--- config.mk ---
export PLATFORM = sky130hd
export DESIGN_NAME = mpc_coder
export DESIGN_NICKNAME = d
export VERILOG_FILES = /design/src/design/mpc_pkg.sv /design/src/design/mpc_coder.sv
export SDC_FILE = /design/constraint.sdc
export NUM_CORES = 1
export LEC_CHECK = 0
export ABC_CLOCK_PERIOD_IN_PS = 21300
export BUFFER_PORTS_ARGS = -buffer_cell sky130_fd_sc_hd__buf_2
export CAP_MARGIN = 10
export CORE_ASPECT_RATIO = 1.2
export CORE_MARGIN = 2
export CORE_UTILIZATION = 40
export DETAILED_ROUTE_END_ITERATION = 10
export PLACE_DENSITY_LB_ADDON = 0.1
export SYNTH_ARGS = -nofsm -noshare
export SYNTH_HDL_FRONTEND = slang
export SYNTH_SLANG_ARGS = --single-unit
export TNS_END_PERCENT = 100
--- constraint.sdc ---
create_clock -name vclk -period 21.3
set_input_delay 4.26 -clock vclk [all_inputs]
set_output_delay 4.26 -clock vclk [all_outputs]
set_load 0.01 [all_outputs]
--- src/design/mpc_pkg.sv ---
// ----------------------------------------------------------------------------
// mpc_pkg
// Shared types and constants for the MED predictive pixel coder.
// ----------------------------------------------------------------------------
`default_nettype none

package mpc_pkg;

    // Sample and residual widths
    localparam int PIX_W   = 8;
    localparam int RES_W   = 9;

    // Frame height limits
    localparam int HGT_W        = 13;
    localparam int ROW_W        = 12;
    localparam int HEIGHT_LIMIT = 4096;

    // Configuration port
    localparam int CFG_AW = 2;
    localparam int CFG_DW = 13;

    // Stream payload widths (padded to whole bytes)
    localparam int S_TDATA_W = 24;
    localparam int M_TDATA_W = 32;

    // Register indexes
    typedef enum logic [CFG_AW-1:0] {
        CFG_MODE     = 2'd0,
        CFG_CHANNELS = 2'd1,
        CFG_WIDTH    = 2'd2,
        CFG_HEIGHT   = 2'd3
    } t_cfg_idx;

    // Coder modes
    localparam logic MODE_ENCODE = 1'b0;
    localparam logic MODE_DECODE = 1'b1;

    // Neighbour set for one sample: left, upper, upper-left
    typedef struct packed {
        logic [PIX_W-1:0] a;
        logic [PIX_W-1:0] b;
        logic [PIX_W-1:0] c;
    } t_nbr;

    // Result of coding one sample
    typedef struct packed {
        logic [RES_W-1:0] residual;
        logic [PIX_W-1:0] pixel;
        logic [PIX_W-1:0] prediction;
    } t_code;

endpackage

`default_nettype wire

--- src/design/mpc_coder.sv ---
// ----------------------------------------------------------------------------
// mpc_coder
// Median edge detector prediction and residual encode / decode of one sample.
// ----------------------------------------------------------------------------
`default_nettype none

module mpc_coder (
    input  wire logic                 i_mode,
    input  wire mpc_pkg::t_nbr        i_nbr,
    input  wire logic [7:0]           i_pixel,
    input  wire logic [8:0]           i_residual,
    output mpc_pkg::t_code            o_code
);

    import mpc_pkg::*;

    logic [PIX_W-1:0] w_lo;
    logic [PIX_W-1:0] w_hi;
    logic [PIX_W+1:0] w_grad;
    logic [PIX_W-1:0] w_pred;

    // Median edge detector
    always_comb begin
        w_lo   = (i_nbr.a < i_nbr.b) ? i_nbr.a : i_nbr.b;
        w_hi   = (i_nbr.a < i_nbr.b) ? i_nbr.b : i_nbr.a;
        w_grad = {2'b00, i_nbr.a} + {2'b00, i_nbr.b} - {2'b00, i_nbr.c};
        if (i_nbr.c >= w_hi) begin
            w_pred = w_lo;
        end else if (i_nbr.c <= w_lo) begin
            w_pred = w_hi;
        end else begin
            w_pred = w_grad[PIX_W-1:0];
        end
    end

    // Encode: residual = sample - prediction; decode: sample = residual + prediction
    always_comb begin
        o_code.prediction = w_pred;
        if (i_mode == MODE_ENCODE) begin
            o_code.pixel    = i_pixel;
            o_code.residual = {1'b0, i_pixel} - {1'b0, w_pred};
        end else begin
            o_code.pixel    = i_residual[PIX_W-1:0] + w_pred;
            o_code.residual = '0;
        end
    end

endmodule

`default_nettype wire

Word level (Yosys, flattened, before mapping):

Cells that the tools add are included.

* input bits: 42
* bits in registers: 0

* $lt $le $gt $ge: 3
* mux-type cells: 5
* add/subtract/negate cells: 4

Operators by type and width (number)
* $mux 8: 4
* $mux 17: 1
* $add 8x8->8: 2
* $sub 8x8->9: 1
* $ge 8x8->1: 1
* $le 8x8->1: 1
* $lt 8x8->1: 1
* $sub 8x8->8: 1

Longest topological paths before layout:

* word-level depth: 7
* depth in mapped cells: 28
* gate-level depth less buffers: 26

Worst setup path after synthesis:

No wires, ideal clock.

* kind: input port to output port
* start point: input port i_nbr[13] in the netlist's numbering
* end point: output port o_code[22] in the netlist's numbering
* data required time: 17040 ps
* cell stages on the path: 28
* arrival: 9428 ps
* setup slack: 7612 ps
* cells stage by stage: inv_1 > ha_1 > a21oi_1 > o21ai_1 > a21o_4 > clkbuf_1 > clkbuf_1 > nor2_1 > a21oi_1 > ha_1 > a21o_1 > a21o_1 > a211oi_1 > o41a_1 > a21o_1 > nor2_2 > mux2i_1 > nand2_1 > o21a_1 > ha_1 > inv_1 > ha_1 > inv_1 > o31ai_2 > maj3_2 > maj3_2 > a221oi_2 > mux2_2

RTL lines
* start: declaration: line mpc_coder.sv:9 `input wire mpc_pkg::t_nbr i_nbr,`
* end: declaration: line mpc_coder.sv:12 `output mpc_pkg::t_code o_code`

==> results.rst <==
.. list-table::
   :header-rows: 1

   * - Metric
     - Value
   * - Horizontal die dimension
     - approximately 74 um
   * - Yosys synthesis warning count
     - 0
   * - Area of the multi-input gates
     - 2160 um2
   * - Period minus WS final
     - 14.28 ns
   * - Status
     - finished, final reports clean
   * - Fill cells
     - just over 600
   * - Die Ht
     - roughly 90 um
   * - Main area contributors after synthesis
     - ha_1, inv_1, a21oi_1, fa_1, xnor2_1
   * - I/O pin count
     - 67
   * - Total instance count after detailed placement
     - between 400 and 500
   * - Post-CTS Setup Repair Bufs
     - 0
   * - Number of vias per cell after detailed routing
     - 5.20
   * - Number of distinct library cells after synthesis
     - 56
   * - Layout sequential cell count
     - 0
   * - Share of layout cells above drive strength 1
     - a little under a quarter
   * - Average wire per standard cell
     - 13.8 um
   * - Endpoints failing hold
     - 0
   * - Post-route design area
     - 2800 um2
   * - Data required time at the worst endpoint
     - approximately 17 ns
   * - Standard cell with the maximum stage delay on the critical path
     - a21oi_1
   * - Average footprint of a synthesized cell
     - between 7 and 8 um2
   * - Area overhead of the layout relative to synthesis
     - 17.3%
   * - Cell area reported after detailed placement
     - about 2800 um2
   * - Storage element area
     - 0 um2
   * - WS Path Type
     - input port to primary output
   * - Number of DRC violations after detailed-routing iteration 0
     - 76
   * - Max Cap Viol
     - 0
   * - NumNets Final
     - 484
   * - Fraction of the yosys area taken by sequential cells
     - 0%
   * - Peak supply drop
     - around 0.000038 V
   * - Setup TNS
     - 0 ns
   * - Worst-Margin Slew
     - 0.674 ns
   * - Maximum clock rate
     - roughly 70 MHz
   * - Top fanout value on the critical path
     - 7
   * - Core footprint
     - 5710 um2
   * - Design Power
     - 193 uW
   * - First-pass GRT wire length
     - roughly 11000 um
   * - Final estimated routing congestion in global placement
     - between 0.8 and 0.9
   * - Global routing usage summed across all routing layers
     - about 20%
   * - Top-area cell type share of the netlist area
     - 22.0%
   * - DIE AREA
     - 6590 um2
   * - Path class of the lowest-slack min-delay path
     - input port to primary output
   * - Count of antenna-violating nets left after detailed routing
     - 0
   * - Number of instances in the synthesized netlist
     - 330
   * - Leak Pwr
     - between 0.001 and 0.0015 uW
   * - Critical path startpoint category
     - input port
   * - Start point of the worst hold path
     - i_pixel[7]
   * - Starting utilization of the core area
     - 41.8%
   * - Row count
     - 30
   * - Crit path DAT
     - ~10 ns
   * - Worst slew margin
     - approximately 55%
   * - Net Count, Synth
     - 421
   * - Initial antenna violation count
     - 0
   * - Non-filler cells, final
     - about 470
   * - Detail Placement HPWL
     - between 5000 and 6000 um
   * - First drt pass iteration count
     - 4
   * - Setup repair after global routing missed its margin
     - false
   * - Total inserted antenna cells
     - 0
   * - Total vias in the final route
     - 2451
   * - Endpoint with the worst hold slack
     - o_code[15]
   * - Ratio of total power to cell area
     - approximately 69 nW/um2
   * - Crit share post-route
     - about two thirds
   * - Port Buffers
     - 66
   * - Remaining global-route overflow
     - 0
   * - CP endpoint kind
     - primary output
   * - Total Wirelength
     - 6480 um
   * - Number of clock buffer instances in the layout
     - 0
   * - Final Slew Violations
     - 0
   * - Via count of the first global-routing pass
     - between 2000 and 2500
   * - Worst hold path stage count
     - 4
   * - Most area-hungry cell type in the Yosys netlist
     - ha_1
   * - Cell area after synthesis
     - about 2400 um2
   * - Remaining routing DRC violations
     - 0
   * - Slowest stage delay, CP
     - between 0.4 and 0.5 ns
   * - # hold bufs at CTS
     - 0
   * - First element of the critical path
     - i_nbr[10]
   * - Largest net degree at the start of global routing
     - 27
   * - Endpoints failing setup
     - 0
   * - Number of cells upsized or downsized after cts
     - 0
## report_power, final
| part | switching [uW] | internal, uW | leakage (uW) |
|---|---|---|---|
| logic | 107 | 85.6 | 0.00147 |
| clock network | 0 | 0 | 0 |
| registers | 0 | 0 | 0 |
## final cells by class
type,count,share of cell area (%)
multi-input cells,270,77.2
repair buffers,66,11.8
inverters,55,7.39
well taps,80,3.58
## how the worst max path moves through the flow
stage | to | slack (ns)
4_1_cts | o_code[22] | 7.03
3_5_place_dp | o_code[22] | 7.05
2_1_floorplan | o_code[22] | 7.61
6_report | o_code[22] | 7.02
3_3_place_gp | o_code[22] | 7.05
5_1_grt | o_code[15] | 6.62
## metrics by stage
stage | hold slack [ns] | util [%] | worst slack, ns
detailed placement | 8.84 | 49.0 | 7.05
CTS | 8.85 | 49.0 | 7.03
finish | 8.84 | 49.0 | 7.02
global placement | 8.84 | 49.0 | 7.05
global route | 8.86 | 49.0 | 6.62
floorplan | 8.65 | - | 7.61
## synthesized netlist by cell type, types with 3 or more instances
master and instances:
and2_1 5, maj3_2 3, nand3_1 6, o31ai_1 6
o211a_1 3, o21ai_0 12, a21oi_1 29, clkbuf_1 5
nor3_1 5, o21a_1 5, a31oi_1 5, nand2b_1 3
xor2_1 4, xnor2_1 16, nor2b_1 4, ha_1 42
o21bai_1 3, a21o_1 8, nand2_1 25, mux2_2 7
fa_1 7, a21boi_0 3, a211oi_1 6, inv_1 55
nor2_1 23
## metal layers
layer | global-route usage, % | up-vias | routed length (um) | part of all wire (%)
met4 | 0 | 0 | 0 | 0
met5 | 0 | - | 0 | 0
met1 | 25.4 | 1110 | 2850 | 44
met3 | 0.228 | 0 | 157 | 2.4
li1 | - | 1299 | - | -
met2 | 39.7 | 42 | 3470 | 54
## placed cells by master (no fill, tap or decap), drive strengths merged, types with 3 or more instances in the layout
cell	n
o21ai	14
xnor2	16
nand2b	3
a21oi	30
nor2	24
nand3	6
a21boi	4
ha	42
a211oi	6
o211a	3
a31oi	5
buf	66
o21a	5
o31ai	7
maj3	4
a21o	9
fa	7
xor2	4
nand2	25
inv	55
mux2	7
and2	5
nor3	5
nor2b	4
a221oi	4
o21bai	3
## cells by family (layout without fill, tap and decap cells)
kind of cell	after synthesis	count (layout)	share of synthesized area [%]
compound gates	106	106	33.0
simple gates	82	82	16.3
buf+inv	60	121	9.45
fa+ha+maj	53	53	29.8
xor+xnor	20	20	7.35
mux	9	9	4.15
## worst max-delay path, delay by kind of cell
kind / cells / cell delay, ns
compound gates: 9 / 2.41
buf+inv: 6 / 0.58
simple gates: 4 / 0.59
fa+ha+maj: 6 / 1.68
mux: 2 / 0.50
Power figures use the tool's default switching activity.
